<file path="src/rtl/aph_pkg.sv">
// shared constants, command and register codes, and controller/datapath signal groups
// for the playhead timer; no dependencies
package aph_pkg;

  localparam int unsigned TIME_BITS_DEF = 24;

  localparam int unsigned CMD_W      = 3;
  localparam int unsigned STAMP_W    = 32;
  localparam int unsigned FRAC_W     = 17;
  localparam int unsigned POS_OUT_W  = 24;
  localparam int unsigned BOUND_W    = 24;
  localparam int unsigned SPEED_W    = 16;
  localparam int unsigned RATE_W     = 10;
  localparam int unsigned CFG_ADDR_W = 3;
  localparam int unsigned CFG_DATA_W = 24;

  localparam int unsigned MS_PER_S   = 1000;
  localparam int unsigned Q8_ONE     = 256;
  localparam int unsigned Q8_SHIFT   = 8;
  localparam int unsigned FRAC_ONE   = 65536;
  localparam int unsigned FRAC_SHIFT = 16;

  // frame period = PERIOD_NUM / (frame_rate * |speed|)
  localparam int unsigned PERIOD_NUM = MS_PER_S * Q8_ONE;
  localparam int unsigned NUM_W      = $clog2(PERIOD_NUM + 1);
  localparam int unsigned DEN_W      = RATE_W + SPEED_W;
  localparam int unsigned STEP_W     = STAMP_W + SPEED_W - Q8_SHIFT;

  // commands
  localparam logic [CMD_W-1:0] CMD_TICK   = 3'd0;
  localparam logic [CMD_W-1:0] CMD_PLAY   = 3'd1;
  localparam logic [CMD_W-1:0] CMD_PAUSE  = 3'd2;
  localparam logic [CMD_W-1:0] CMD_STOP   = 3'd3;
  localparam logic [CMD_W-1:0] CMD_TOGGLE = 3'd4;
  localparam logic [CMD_W-1:0] CMD_PLACE  = 3'd5;

  // register indexes
  localparam logic [CFG_ADDR_W-1:0] REG_START = 3'd0;
  localparam logic [CFG_ADDR_W-1:0] REG_STOP  = 3'd1;
  localparam logic [CFG_ADDR_W-1:0] REG_SPEED = 3'd2;
  localparam logic [CFG_ADDR_W-1:0] REG_RATE  = 3'd3;
  localparam logic [CFG_ADDR_W-1:0] REG_LOOP  = 3'd4;

  // register reset values
  localparam logic [BOUND_W-1:0]        START_RST = 24'd0;
  localparam logic [BOUND_W-1:0]        STOP_RST  = 24'd1000;
  localparam logic signed [SPEED_W-1:0] SPEED_RST = 16'sd256;
  localparam logic [RATE_W-1:0]         RATE_RST  = 10'd30;
  localparam logic                      LOOP_RST  = 1'b1;

  // controller to datapath
  typedef struct packed {
    logic load_in;
    logic mul_en;
    logic div_start;
    logic apply_en;
    logic finish_en;
    logic out_load;
  } aph_ctl_t;

  // datapath to controller
  typedef struct packed {
    logic is_tick;
    logic div_busy;
    logic out_free;
  } aph_stat_t;

endpackage

</file>
<file path="src/rtl/aph_in_if.sv">
// command channel: valid/ready handshake with the command payload
// depends on aph_pkg
interface aph_in_if;
  import aph_pkg::*;

  logic               valid;
  logic               ready;
  logic [CMD_W-1:0]   cmd;
  logic [STAMP_W-1:0] now_ms;
  logic [FRAC_W-1:0]  place_frac;

  modport source (output valid, cmd, now_ms, place_frac, input ready);
  modport sink   (input valid, cmd, now_ms, place_frac, output ready);
endinterface

</file>
<file path="src/rtl/aph_out_if.sv">
// result channel: valid/ready handshake with the playback status payload
// depends on aph_pkg
interface aph_out_if;
  import aph_pkg::*;

  logic                 valid;
  logic                 ready;
  logic [POS_OUT_W-1:0] position_ms;
  logic                 new_frame;
  logic                 finished;
  logic                 running;

  modport source (output valid, position_ms, new_frame, finished, running, input ready);
  modport sink   (input valid, position_ms, new_frame, finished, running, output ready);
endinterface

</file>
<file path="src/rtl/aph_div.sv">
// restoring divider for the frame period: constant dividend, one quotient bit a cycle
// depends on aph_pkg
module aph_div (
  input  logic                       clk_i,
  input  logic                       rst_ni,
  input  logic                       start_i,
  input  logic [aph_pkg::DEN_W-1:0]  divisor_i,
  output logic                       busy_o,
  output logic [aph_pkg::NUM_W-1:0]  quot_o
);
  import aph_pkg::*;

  localparam int unsigned CNT_W = $clog2(NUM_W + 1);

  logic             busy_q, busy_d;
  logic [CNT_W-1:0] cnt_q, cnt_d;
  logic [NUM_W-1:0] num_q, num_d;
  logic [NUM_W-1:0] quot_q, quot_d;
  logic [DEN_W-1:0] rem_q, rem_d;
  logic [DEN_W-1:0] dvs_q, dvs_d;
  logic [DEN_W:0]   trial;
  logic [DEN_W:0]   diff;
  logic             ge;

  assign trial = {rem_q, num_q[NUM_W-1]};
  assign ge    = trial >= {1'b0, dvs_q};
  assign diff  = trial - {1'b0, dvs_q};

  always_comb begin
    busy_d = busy_q;
    cnt_d  = cnt_q;
    num_d  = num_q;
    quot_d = quot_q;
    rem_d  = rem_q;
    dvs_d  = dvs_q;
    if (start_i) begin
      busy_d = 1'b1;
      cnt_d  = CNT_W'(NUM_W);
      num_d  = NUM_W'(PERIOD_NUM);
      quot_d = '0;
      rem_d  = '0;
      dvs_d  = divisor_i;
    end else if (busy_q) begin
      num_d  = {num_q[NUM_W-2:0], 1'b0};
      quot_d = {quot_q[NUM_W-2:0], ge};
      rem_d  = ge ? diff[DEN_W-1:0] : trial[DEN_W-1:0];
      cnt_d  = cnt_q - CNT_W'(1);
      if (cnt_q == CNT_W'(1)) begin
        busy_d = 1'b0;
      end
    end
  end

  always_ff @(posedge clk_i or negedge rst_ni) begin
    if (!rst_ni) begin
      busy_q <= 1'b0;
      cnt_q  <= '0;
    end else begin
      busy_q <= busy_d;
      cnt_q  <= cnt_d;
    end
  end

  always_ff @(posedge clk_i) begin
    num_q  <= num_d;
    quot_q <= quot_d;
    rem_q  <= rem_d;
    dvs_q  <= dvs_d;
  end

  assign busy_o = busy_q;
  assign quot_o = quot_q;

endmodule

</file>
<file path="src/rtl/aph_ctrl.sv">
// sequencing state machine: accept, multiply, divide (ticks only), apply, finish, emit
// depends on aph_pkg
module aph_ctrl (
  input  logic               clk_i,
  input  logic               rst_ni,
  input  logic               in_valid_i,
  output logic               in_ready_o,
  input  aph_pkg::aph_stat_t stat_i,
  output aph_pkg::aph_ctl_t  ctl_o
);
  import aph_pkg::*;

  typedef enum logic [5:0] {
    ST_IDLE   = 6'b000001,
    ST_MUL    = 6'b000010,
    ST_DIV    = 6'b000100,
    ST_APPLY  = 6'b001000,
    ST_FINISH = 6'b010000,
    ST_EMIT   = 6'b100000
  } aph_state_e;

  aph_state_e state_q, state_d;

  always_comb begin
    state_d    = state_q;
    ctl_o      = '0;
    in_ready_o = 1'b0;
    unique case (state_q)
      ST_IDLE: begin
        in_ready_o = 1'b1;
        if (in_valid_i) begin
          ctl_o.load_in = 1'b1;
          state_d       = ST_MUL;
        end
      end
      ST_MUL: begin
        ctl_o.mul_en = 1'b1;
        if (stat_i.is_tick) begin
          ctl_o.div_start = 1'b1;
          state_d         = ST_DIV;
        end else begin
          state_d = ST_APPLY;
        end
      end
      ST_DIV: begin
        if (!stat_i.div_busy) begin
          state_d = ST_APPLY;
        end
      end
      ST_APPLY: begin
        ctl_o.apply_en = 1'b1;
        state_d        = ST_FINISH;
      end
      ST_FINISH: begin
        ctl_o.finish_en = 1'b1;
        state_d         = ST_EMIT;
      end
      ST_EMIT: begin
        if (stat_i.out_free) begin
          ctl_o.out_load = 1'b1;
          state_d        = ST_IDLE;
        end
      end
      default: state_d = ST_IDLE;
    endcase
  end

  always_ff @(posedge clk_i or negedge rst_ni) begin
    if (!rst_ni) begin
      state_q <= ST_IDLE;
    end else begin
      state_q <= state_d;
    end
  end

endmodule

</file>
<file path="src/rtl/aph_datapath.sv">
// playhead datapath: settings, playback state, step and period arithmetic, result register
// depends on aph_pkg and aph_div
module aph_datapath #(
  parameter int unsigned TIME_BITS = aph_pkg::TIME_BITS_DEF
) (
  input  logic                            clk_i,
  input  logic                            rst_ni,
  input  aph_pkg::aph_ctl_t               ctl_i,
  output aph_pkg::aph_stat_t              stat_o,
  input  logic                            cfg_we_i,
  input  logic [aph_pkg::CFG_ADDR_W-1:0]  cfg_idx_i,
  input  logic [aph_pkg::CFG_DATA_W-1:0]  cfg_data_i,
  input  logic [aph_pkg::CMD_W-1:0]       cmd_i,
  input  logic [aph_pkg::STAMP_W-1:0]     now_ms_i,
  input  logic [aph_pkg::FRAC_W-1:0]      place_frac_i,
  output logic                            out_valid_o,
  input  logic                            out_ready_i,
  output logic [aph_pkg::POS_OUT_W-1:0]   position_ms_o,
  output logic                            new_frame_o,
  output logic                            finished_o,
  output logic                            running_o
);
  import aph_pkg::*;

  localparam int unsigned PX_W  = STAMP_W + 1;
  localparam int unsigned SUM_W = STEP_W + 1;
  localparam logic [PX_W-1:0]      POS_MAX_X = (PX_W'(1) << TIME_BITS) - PX_W'(1);
  localparam logic [TIME_BITS-1:0] POS_MAX   = '1;

  // settings
  logic [BOUND_W-1:0]        start_q, stop_q;
  logic signed [SPEED_W-1:0] speed_q;
  logic [RATE_W-1:0]         rate_q;
  logic                      loop_q;

  // playback state
  logic [TIME_BITS-1:0] cur_pos_q, cur_pos_d;
  logic [STAMP_W-1:0]   last_stamp_q, last_stamp_d;
  logic                 stamp_valid_q, stamp_valid_d;
  logic [STAMP_W-1:0]   accum_q, accum_d;
  logic                 playing_q, playing_d;
  logic                 done_q, done_d;
  logic                 flag_q, flag_d;
  logic                 under_q, under_d;

  // accepted item and intermediate products
  logic [CMD_W-1:0]   cmd_q;
  logic [STAMP_W-1:0] now_q;
  logic [FRAC_W-1:0]  frac_q;
  logic [STEP_W-1:0]  step_q;
  logic [STAMP_W-1:0] acc_sum_q;
  logic [BOUND_W-1:0] place_off_q;
  logic               frac_full_q;
  logic               den_zero_q;

  // result register
  logic                 out_valid_q, out_valid_d;
  logic [POS_OUT_W-1:0] res_pos_q;
  logic                 res_flag_q, res_done_q, res_play_q;

  logic [SPEED_W-1:0]             mag;
  logic                           fwd;
  logic [PX_W-1:0]                start_x, stop_x;
  logic [TIME_BITS-1:0]           lo, hi;
  logic                           restart;
  logic [STAMP_W-1:0]             base, delta;
  logic [STAMP_W+SPEED_W-1:0]     step_prod;
  logic [STAMP_W-1:0]             acc0;
  logic [PX_W-1:0]                acc_x;
  logic [STAMP_W-1:0]             acc_sat;
  logic                           down;
  logic [BOUND_W-1:0]             span;
  logic [FRAC_W-1:0]              frac_lim;
  logic [FRAC_W+BOUND_W-1:0]      place_prod;
  logic [DEN_W-1:0]               den;
  logic [NUM_W-1:0]               period;
  logic                           div_busy;
  logic [TIME_BITS-1:0]           pos0;
  logic [SUM_W-1:0]               fwd_sum;
  logic [TIME_BITS-1:0]           fwd_pos;
  logic                           under;
  logic [TIME_BITS-1:0]           back_pos;
  logic                           frame_hit;
  logic [BOUND_W-1:0]             place_t;
  logic [PX_W-1:0]                place_x;
  logic [TIME_BITS-1:0]           place_pos;
  logic [PX_W-1:0]                pos_x;

  // bounds limited to the position range
  assign mag     = speed_q[SPEED_W-1] ? SPEED_W'(-speed_q) : SPEED_W'(speed_q);
  assign fwd     = ~speed_q[SPEED_W-1];
  assign start_x = PX_W'(start_q);
  assign stop_x  = PX_W'(stop_q);
  assign lo      = (start_x > POS_MAX_X) ? POS_MAX : TIME_BITS'(start_x);
  assign hi      = (stop_x > POS_MAX_X) ? POS_MAX : TIME_BITS'(stop_x);
  assign restart = done_q & loop_q;

  // multiply stage
  assign base      = stamp_valid_q ? last_stamp_q : now_q;
  assign delta     = now_q - base;
  assign step_prod = (STAMP_W+SPEED_W)'(delta) * (STAMP_W+SPEED_W)'(mag);
  assign acc0      = restart ? '0 : accum_q;
  assign acc_x     = PX_W'(acc0) + PX_W'(delta);
  assign acc_sat   = acc_x[STAMP_W] ? '1 : acc_x[STAMP_W-1:0];
  assign down      = stop_q < start_q;
  assign span      = down ? (start_q - stop_q) : (stop_q - start_q);
  assign frac_lim  = (frac_q > FRAC_W'(FRAC_ONE)) ? FRAC_W'(FRAC_ONE) : frac_q;
  assign place_prod = (FRAC_W+BOUND_W)'(frac_lim) * (FRAC_W+BOUND_W)'(span);
  assign den       = DEN_W'(rate_q) * DEN_W'(mag);

  always_ff @(posedge clk_i) begin
    if (ctl_i.load_in) begin
      cmd_q  <= cmd_i;
      now_q  <= now_ms_i;
      frac_q <= place_frac_i;
    end
    if (ctl_i.mul_en) begin
      step_q      <= step_prod[STAMP_W+SPEED_W-1:Q8_SHIFT];
      acc_sum_q   <= acc_sat;
      place_off_q <= place_prod[FRAC_SHIFT+BOUND_W-1:FRAC_SHIFT];
      frac_full_q <= frac_q >= FRAC_W'(FRAC_ONE);
      den_zero_q  <= (rate_q == '0) || (mag == '0);
    end
  end

  aph_div u_div (
    .clk_i     (clk_i),
    .rst_ni    (rst_ni),
    .start_i   (ctl_i.div_start),
    .divisor_i (den),
    .busy_o    (div_busy),
    .quot_o    (period)
  );

  // apply stage
  assign pos0      = restart ? (fwd ? lo : hi) : cur_pos_q;
  assign fwd_sum   = SUM_W'(pos0) + SUM_W'(step_q);
  assign fwd_pos   = (fwd_sum > SUM_W'(POS_MAX_X)) ? POS_MAX : TIME_BITS'(fwd_sum);
  assign under     = step_q > STEP_W'(pos0);
  assign back_pos  = under ? '0 : TIME_BITS'(STEP_W'(pos0) - step_q);
  assign frame_hit = !den_zero_q && (acc_sum_q >= STAMP_W'(period));
  assign place_t   = down ? (start_q - place_off_q) : (start_q + place_off_q);
  assign place_x   = PX_W'(place_t);
  assign place_pos = (place_x > POS_MAX_X) ? POS_MAX : TIME_BITS'(place_x);

  always_comb begin
    cur_pos_d     = cur_pos_q;
    last_stamp_d  = last_stamp_q;
    stamp_valid_d = stamp_valid_q;
    accum_d       = accum_q;
    playing_d     = playing_q;
    done_d        = done_q;
    flag_d        = flag_q;
    under_d       = under_q;

    if (ctl_i.apply_en) begin
      case (cmd_q)
        CMD_TICK: begin
          flag_d        = restart;
          stamp_valid_d = 1'b1;
          last_stamp_d  = now_q;
          under_d       = 1'b0;
          if (playing_q) begin
            if (fwd) begin
              cur_pos_d = fwd_pos;
            end else begin
              cur_pos_d = back_pos;
              under_d   = under;
            end
            if (frame_hit) begin
              accum_d = acc_sum_q - STAMP_W'(period);
              flag_d  = 1'b1;
            end else begin
              accum_d = acc_sum_q;
            end
          end else begin
            cur_pos_d = pos0;
            accum_d   = '0;
          end
        end
        CMD_PLAY: begin
          playing_d = 1'b1;
          if (done_q && !loop_q) begin
            cur_pos_d = fwd ? lo : hi;
          end
          done_d = 1'b0;
        end
        CMD_PAUSE: begin
          playing_d = 1'b0;
        end
        CMD_STOP: begin
          playing_d = 1'b0;
          accum_d   = '0;
        end
        CMD_TOGGLE: begin
          playing_d = ~playing_q;
        end
        CMD_PLACE: begin
          cur_pos_d     = place_pos;
          stamp_valid_d = 1'b0;
          accum_d       = '0;
        end
        default: ;
      endcase
    end

    // bound checks on the updated position
    if (ctl_i.finish_en) begin
      case (cmd_q)
        CMD_TICK: begin
          if (fwd ? (cur_pos_q >= hi) : (under_q || cur_pos_q < lo)) begin
            done_d    = 1'b1;
            cur_pos_d = fwd ? hi : lo;
            if (loop_q) begin
              flag_d = 1'b1;
            end
          end else begin
            done_d = 1'b0;
          end
        end
        CMD_PLACE: begin
          done_d = fwd ? ((cur_pos_q >= hi) || frac_full_q) : (cur_pos_q < lo);
        end
        default: ;
      endcase
    end
  end

  always_ff @(posedge clk_i or negedge rst_ni) begin
    if (!rst_ni) begin
      start_q       <= START_RST;
      stop_q        <= STOP_RST;
      speed_q       <= SPEED_RST;
      rate_q        <= RATE_RST;
      loop_q        <= LOOP_RST;
      cur_pos_q     <= '0;
      last_stamp_q  <= '0;
      stamp_valid_q <= 1'b0;
      accum_q       <= '0;
      playing_q     <= 1'b1;
      done_q        <= 1'b0;
      flag_q        <= 1'b0;
      under_q       <= 1'b0;
      out_valid_q   <= 1'b0;
    end else begin
      if (cfg_we_i) begin
        unique case (cfg_idx_i)
          REG_START: start_q <= cfg_data_i[BOUND_W-1:0];
          REG_STOP:  stop_q  <= cfg_data_i[BOUND_W-1:0];
          REG_SPEED: speed_q <= signed'(cfg_data_i[SPEED_W-1:0]);
          REG_RATE:  rate_q  <= cfg_data_i[RATE_W-1:0];
          REG_LOOP:  loop_q  <= cfg_data_i[0];
          default: ;
        endcase
      end
      cur_pos_q     <= cur_pos_d;
      last_stamp_q  <= last_stamp_d;
      stamp_valid_q <= stamp_valid_d;
      accum_q       <= accum_d;
      playing_q     <= playing_d;
      done_q        <= done_d;
      flag_q        <= flag_d;
      under_q       <= under_d;
      out_valid_q   <= out_valid_d;
    end
  end

  // result register
  assign pos_x = PX_W'(cur_pos_q);

  always_comb begin
    out_valid_d = out_valid_q;
    if (ctl_i.out_load) begin
      out_valid_d = 1'b1;
    end else if (out_ready_i) begin
      out_valid_d = 1'b0;
    end
  end

  always_ff @(posedge clk_i) begin
    if (ctl_i.out_load) begin
      res_pos_q  <= pos_x[POS_OUT_W-1:0];
      res_flag_q <= flag_q;
      res_done_q <= done_q;
      res_play_q <= playing_q;
    end
  end

  assign stat_o.is_tick  = (cmd_q == CMD_TICK);
  assign stat_o.div_busy = div_busy;
  assign stat_o.out_free = !out_valid_q || out_ready_i;

  assign out_valid_o   = out_valid_q;
  assign position_ms_o = res_pos_q;
  assign new_frame_o   = res_flag_q;
  assign finished_o    = res_done_q;
  assign running_o     = res_play_q;

endmodule

</file>
<file path="src/rtl/animation_playhead_timer.sv">
// Playback-position timer for an animation clip. Each command transfer on in_i yields exactly
// one status transfer on out_o (position, new-frame, finished, running). A tick passes, in
// order, through a multiply step, a restoring divider that forms the frame period 256000 /
// (frame_rate * |speed|) one quotient bit per cycle, a wait state that sees the divider
// finish, the apply and finish update steps, the load of the status register and a return
// to idle to take the next command. Play, pause, stop, toggle and set position skip the
// divider. A status that out_o holds off stalls only the load of the following status. The
// next command is taken while a finished status still waits on out_o.
// Settings are to be written through cfg_we_i / cfg_idx_i / cfg_data_i only while no
// command is in flight; the block itself does not enforce this. Indexes beyond the
// register list are ignored.
//
// top level: settings port, command and status channels
// depends on aph_pkg, aph_in_if, aph_out_if, aph_ctrl, aph_datapath
module animation_playhead_timer #(
  parameter int unsigned TIME_BITS = aph_pkg::TIME_BITS_DEF
) (
  input  logic                            clk_i,
  input  logic                            rst_ni,
  input  logic                            cfg_we_i,
  input  logic [aph_pkg::CFG_ADDR_W-1:0]  cfg_idx_i,
  input  logic [aph_pkg::CFG_DATA_W-1:0]  cfg_data_i,
  aph_in_if.sink                          in_i,
  aph_out_if.source                       out_o
);
  import aph_pkg::*;

  aph_ctl_t  ctl;    // per-cycle commands from the sequencer
  aph_stat_t stat;   // command kind, divider and result-register status
  logic      in_ready;
  logic      out_valid;

  // sequencer: one command in flight at a time
  aph_ctrl u_ctrl (
    .clk_i      (clk_i),
    .rst_ni     (rst_ni),
    .in_valid_i (in_i.valid),
    .in_ready_o (in_ready),
    .stat_i     (stat),
    .ctl_o      (ctl)
  );

  // settings, playback state, arithmetic and the status output register
  aph_datapath #(
    .TIME_BITS (TIME_BITS)
  ) u_datapath (
    .clk_i         (clk_i),
    .rst_ni        (rst_ni),
    .ctl_i         (ctl),
    .stat_o        (stat),
    .cfg_we_i      (cfg_we_i),
    .cfg_idx_i     (cfg_idx_i),
    .cfg_data_i    (cfg_data_i),
    .cmd_i         (in_i.cmd),
    .now_ms_i      (in_i.now_ms),
    .place_frac_i  (in_i.place_frac),
    .out_valid_o   (out_valid),
    .out_ready_i   (out_o.ready),
    .position_ms_o (out_o.position_ms),
    .new_frame_o   (out_o.new_frame),
    .finished_o    (out_o.finished),
    .running_o     (out_o.running)
  );

  // handshake wiring
  assign in_i.ready  = in_ready;
  assign out_o.valid = out_valid;

endmodule
</file>
<file path="src/flat_wrapper.sv">
// flat-port wrapper written by rule: the top's interface ports become plain ports
module animation_playhead_timer_flat import aph_pkg::*;
#(
  parameter int unsigned TIME_BITS = aph_pkg::TIME_BITS_DEF
)
  (clk_i, rst_ni, cfg_we_i, cfg_idx_i, cfg_data_i, in_i_valid, in_i_cmd, in_i_now_ms, in_i_place_frac, in_i_ready, out_o_valid, out_o_position_ms, out_o_new_frame, out_o_finished, out_o_running, out_o_ready);
  aph_in_if in_i_i ();
  aph_out_if out_o_i ();
  input  logic clk_i;
  input  logic rst_ni;
  input  logic cfg_we_i;
  input  logic [aph_pkg::CFG_ADDR_W-1:0] cfg_idx_i;
  input  logic [aph_pkg::CFG_DATA_W-1:0] cfg_data_i;
  input wire logic [$bits(in_i_i.valid)-1:0] in_i_valid;
  input wire logic [$bits(in_i_i.cmd)-1:0] in_i_cmd;
  input wire logic [$bits(in_i_i.now_ms)-1:0] in_i_now_ms;
  input wire logic [$bits(in_i_i.place_frac)-1:0] in_i_place_frac;
  output wire logic [$bits(in_i_i.ready)-1:0] in_i_ready;
  output wire logic [$bits(out_o_i.valid)-1:0] out_o_valid;
  output wire logic [$bits(out_o_i.position_ms)-1:0] out_o_position_ms;
  output wire logic [$bits(out_o_i.new_frame)-1:0] out_o_new_frame;
  output wire logic [$bits(out_o_i.finished)-1:0] out_o_finished;
  output wire logic [$bits(out_o_i.running)-1:0] out_o_running;
  input wire logic [$bits(out_o_i.ready)-1:0] out_o_ready;
  assign in_i_i.valid = in_i_valid;
  assign in_i_i.cmd = in_i_cmd;
  assign in_i_i.now_ms = in_i_now_ms;
  assign in_i_i.place_frac = in_i_place_frac;
  assign in_i_ready = in_i_i.ready;
  assign out_o_valid = out_o_i.valid;
  assign out_o_position_ms = out_o_i.position_ms;
  assign out_o_new_frame = out_o_i.new_frame;
  assign out_o_finished = out_o_i.finished;
  assign out_o_running = out_o_i.running;
  assign out_o_i.ready = out_o_ready;
  animation_playhead_timer #(.TIME_BITS(TIME_BITS)) u_core (.clk_i(clk_i), .rst_ni(rst_ni), .cfg_we_i(cfg_we_i), .cfg_idx_i(cfg_idx_i), .cfg_data_i(cfg_data_i), .in_i(in_i_i), .out_o(out_o_i));
endmodule
</file>
<file path="config.mk">
export PLATFORM = sky130hd
export DESIGN_NAME = animation_playhead_timer_flat
export DESIGN_NICKNAME = d
export VERILOG_FILES = /design/src/rtl/aph_pkg.sv /design/src/rtl/aph_in_if.sv /design/src/rtl/aph_out_if.sv /design/src/rtl/aph_div.sv /design/src/rtl/aph_ctrl.sv /design/src/rtl/aph_datapath.sv /design/src/rtl/animation_playhead_timer.sv /design/src/flat_wrapper.sv
export SDC_FILE = /design/constraint.sdc
export NUM_CORES = 2
export LEC_CHECK = 0
export BUFFER_PORTS_ARGS = -buffer_cell sky130_fd_sc_hd__buf_2
export CAP_MARGIN = 20
export CORE_ASPECT_RATIO = 1.75
export CORE_MARGIN = 2
export CORE_UTILIZATION = 40
export CTS_CLUSTER_DIAMETER = 120
export CTS_CLUSTER_SIZE = 28
export DETAILED_ROUTE_END_ITERATION = 6
export MAX_ROUTING_LAYER = met4
export PLACE_DENSITY = 0.64
export SLEW_MARGIN = 20
export SYNTH_ARGS = -nofsm -noshare
export SYNTH_HDL_FRONTEND = slang
export SYNTH_SLANG_ARGS = --single-unit
</file>
<file path="constraint.sdc">
create_clock -name clk_i -period 9.1 [get_ports clk_i]
set_input_delay 0.455 -clock clk_i [delete_from_list [all_inputs] [get_ports clk_i]]
set_output_delay 0.455 -clock clk_i [all_outputs]
set_load 0.05 [all_outputs]
</file>
==> flow_summary.json <==
{
  "synthCells": 7346,
  "syn_area_sq_um": 64500,
  "totalWireLength_mm": 212,
  "layout_common_cells": "inv_1, nand2_1, fa_1",
  "fmax_ghz": 0.112,
  "rows": 195,
  "via_per_inst": 5.43,
  "max-cap-violations": 0,
  "timing.final.crit_share_pct": 97.8,
  "min_path_cells": 1,
  "detailed_place_hpwl_mm": 177,
  "io_pins": 113,
  "vias": 53626,
  "grt_overflow": 0,
  "cp.required_ns": 9.50,
  "drcViolationCount": 0,
  "worstHoldPathType": "input pin to flop",
  "drive_gt1_share_pct": 13.0,
  "die_h_um": 535,
  "reg2reg_depth": 37,
  "cts_num_sinks": 435,
  "reg2reg_slack_ns": 0.20,
  "multi_input_area_sq_um": 48400,
  "endpoint_kind": "flop",
  "syn_nets": 8878,
  "cpPeakStageDelay_ns": 0.60,
  "drtAntennaViolNets": 0,
  "grt_pass1_vias": 57221,
  "dpl_cell_area_sq_um": 70500,
  "initialDrtViolationCount": 2689,
  "worst_setup_path_start_kind": "flop",
  "grt_pass1_wl_mm": 323,
  "area_delta_synth_final_pct": 13.9,
  "detail_route.wl_per_cell_um": 21.4,
  "design_area_sq_um": 73400,
  "place_worst_setup_slack_ns": -0.345,
  "slowest_stage": "fa_1",
  "crit_arrival_ns": 9.30,
  "slew_violations": 0,
  "die_w_um": 308,
  "ys_types": 102,
  "grt_max_degree": 78,
  "clock_skew_ns": 0.0489,
  "layout_commonest_cell": "inv_1",
  "yosys_most_used_dff": "edfxtp_1",
  "coreArea_sq_um": 161000,
  "worstSetupPathType": "flop to flop",
  "cts_tree": "yes",
  "ys.warnings.count": 0,
  "clockRootBuffer": "clkbuf_16",
  "yosysSeqAreaShare_pct": 18.1,
  "initial_core_util_pct": 40.1,
  "min_to": "u_core.u_datapath.cmd_q[0]",
  "synth_async_sr_flop_share_pct": 41.6,
  "clockBufferDepth": 3,
  "fin_ws_ns": 0.203,
  "avgSynthCellArea_sq_um": 8.78,
  "cts.clk_slew.worst_paths_ns": 0.11,
  "hold_violations": 0,
  "antenna_found_initial": 23,
  "first_pass_iters": 6,
  "gp_congestion": 0.970,
  "port_buffers": 112,
  "nets": 9315,
  "synth_edf_count": 203,
  "rsz0062_at_grt": "true",
  "insertion_delay_ns": 0.66,
  "rr_startpoint": "u_core.u_datapath.stop_q[0]",
  "r2r_end": "u_core.u_datapath.place_off_q[17]",
  "htree_levels": 1,
  "relSlewSlack_pct": 19.1,
  "grtUsageTotal_pct": 26.3,
  "status": "finished clean",
  "final_core_util_pct": 45.7,
  "setup_viol": 0,
  "fp.dieArea_sq_um": 165000,
  "ff_latch_area_sq_um": 11700,
  "crit_top_cell": "fa_1",
  "cts_made_buffers": 22,
  "hold_ws_ns": 0.0498,
  "hp-start": "in_i_cmd[0]",
  "tightest_slew_ns": 1.21,
  "critPathMaxFanout": 10,
  "ys_seq_elements": 435,
  "min_period_ns": 8.90,
  "fill_cells": 15602
}
==> metrics by stage <==
stage          instances  TNS [ns]
4_1_cts             9818         0
3_5_place_dp        9716     -3.32
2_1_floorplan       7346         0
5_1_grt             9879    -0.464
3_3_place_gp        9715     -1.23
6_report            9882         0
==> flip-flops by register name, indices dropped and copies added (netlist names), 18 cells and up <==
| signal | flops |
|---|---|
| u_core.u_datapath.u_div.dvs_q | 26 |
| u_core.u_datapath.now_q | 32 |
| u_core.u_datapath.accum_q | 32 |
| u_core.u_datapath.stop_q | 24 |
| u_core.u_datapath.cur_pos_q | 24 |
| u_core.u_datapath.acc_sum_q | 32 |
| u_core.u_datapath.position_ms_o | 24 |
| u_core.u_datapath.last_stamp_q | 32 |
| u_core.u_datapath.u_div.quot_o | 18 |
| u_core.u_datapath.start_q | 24 |
| u_core.u_datapath.step_q | 40 |
| u_core.u_datapath.place_off_q | 24 |
| u_core.u_datapath.u_div.rem_q | 26 |
==> critical path: cells and delay by family (launching register included) <==
| kind | cells | cell delay [ns] |
|---|---|---|
| XOR/XNOR | 2 | 0.30 |
| flip-flops | 1 | 0.42 |
| AND/OR/NAND/NOR | 5 | 0.68 |
| AO/OA/AOI/OAI | 10 | 2.01 |
| adder cells (fa/ha/maj) | 9 | 3.90 |
| buffers and inverters | 10 | 1.09 |
| multiplexers | 1 | 0.23 |
==> cells in the mapped netlist, drive strengths merged, types with 18 or more instances <==
library cell  number  area [sq um]
inv             1164          4370
nand2           1058          3970
fa               862         17300
ha               586          7330
nor2             508          1910
o21ai            367          1840
a21oi            282          1420
and2             244          1530
clkbuf           244           916
edfxtp           203          6100
xnor2            198          1760
dfrtp            167          4180
a21o             128           961
mux2i            125          1250
xor2              98           858
nor3              83           427
o21a              74           563
nand3             71           355
buf               61           318
nand2b            56           350
dfxtp             51          1020
nand4             48           300
o211ai            45           343
nor2b             44           275
a211oi            39           308
and3              33           206
or3               32           200
o21bai            31           233
a31oi             29           188
mux2              27           304
nor4              27           184
o31ai             26           200
a221oi            23           208
a21boi            19           143
o2111ai           18           158
==> cells by family after synthesis <==
| kind of cell | share of synthesized area [%] |
|---|---|
| adders and majority gates | 38.1 |
| and+or+nand+nor | 16.0 |
| AOI/OAI and AO/OA | 12.5 |
| buffers and inverters | 8.77 |
| DFF | 18.1 |
| xor gates and xnor gates | 4.07 |
| muxes | 2.41 |
==> layer usage <==
metal / global-route usage, % / vias up / wire [um]
li1: - / 24698 / -
met1: 25.2 / 26822 / 72000
met2: 48.6 / 1442 / 113000
met3: 2.53 / 664 / 7960
met4: 19.3 / 0 / 18900
met5: - / - / 0
==> final cells by class <==
class	count	area share, %
Tap cell	2068	3.52
Multi-Input combinational cell	5429	65.9
Clock inverter	8	0.191
Antenna cell	15	0.0511
Clock buffer	32	0.843
Timing Repair Buffer	717	7.58
Inverter	1178	6.03
Sequential cell	435	15.9
==> worst max-delay path by stage <==
stage | startpoint | end | slack, ns | cells after the start
after floorplan | u_core.u_datapath.stamp_valid_q | u_core.u_datapath.step_q[38] | 0.009 | 38
after global placement | u_core.u_datapath.stop_q[0] | u_core.u_datapath.place_off_q[23] | -0.17 | 35
after detailed placement | u_core.u_datapath.stamp_valid_q | u_core.u_datapath.step_q[37] | -0.35 | 35
after CTS | u_core.u_datapath.stop_q[0] | u_core.u_datapath.place_off_q[17] | 0.005 | 39
after global routing | u_core.u_datapath.stamp_valid_q | u_core.u_datapath.step_q[37] | -0.10 | 36
final | u_core.u_datapath.stop_q[0] | u_core.u_datapath.place_off_q[17] | 0.20 | 37
==> what timing repair did <==
action	CTS	global route
endpoints found under the hold margin	136	0
gates cloned	0	1
endpoints found under the setup margin	23	38
hold buffers	57	0
pin swaps	6	213
buffers inserted	5	52
resized for setup	26	261
Power is left out: the tool's default activity adds up to more than one toggle a clock period on the data nets, which glitch-free logic cannot reach.
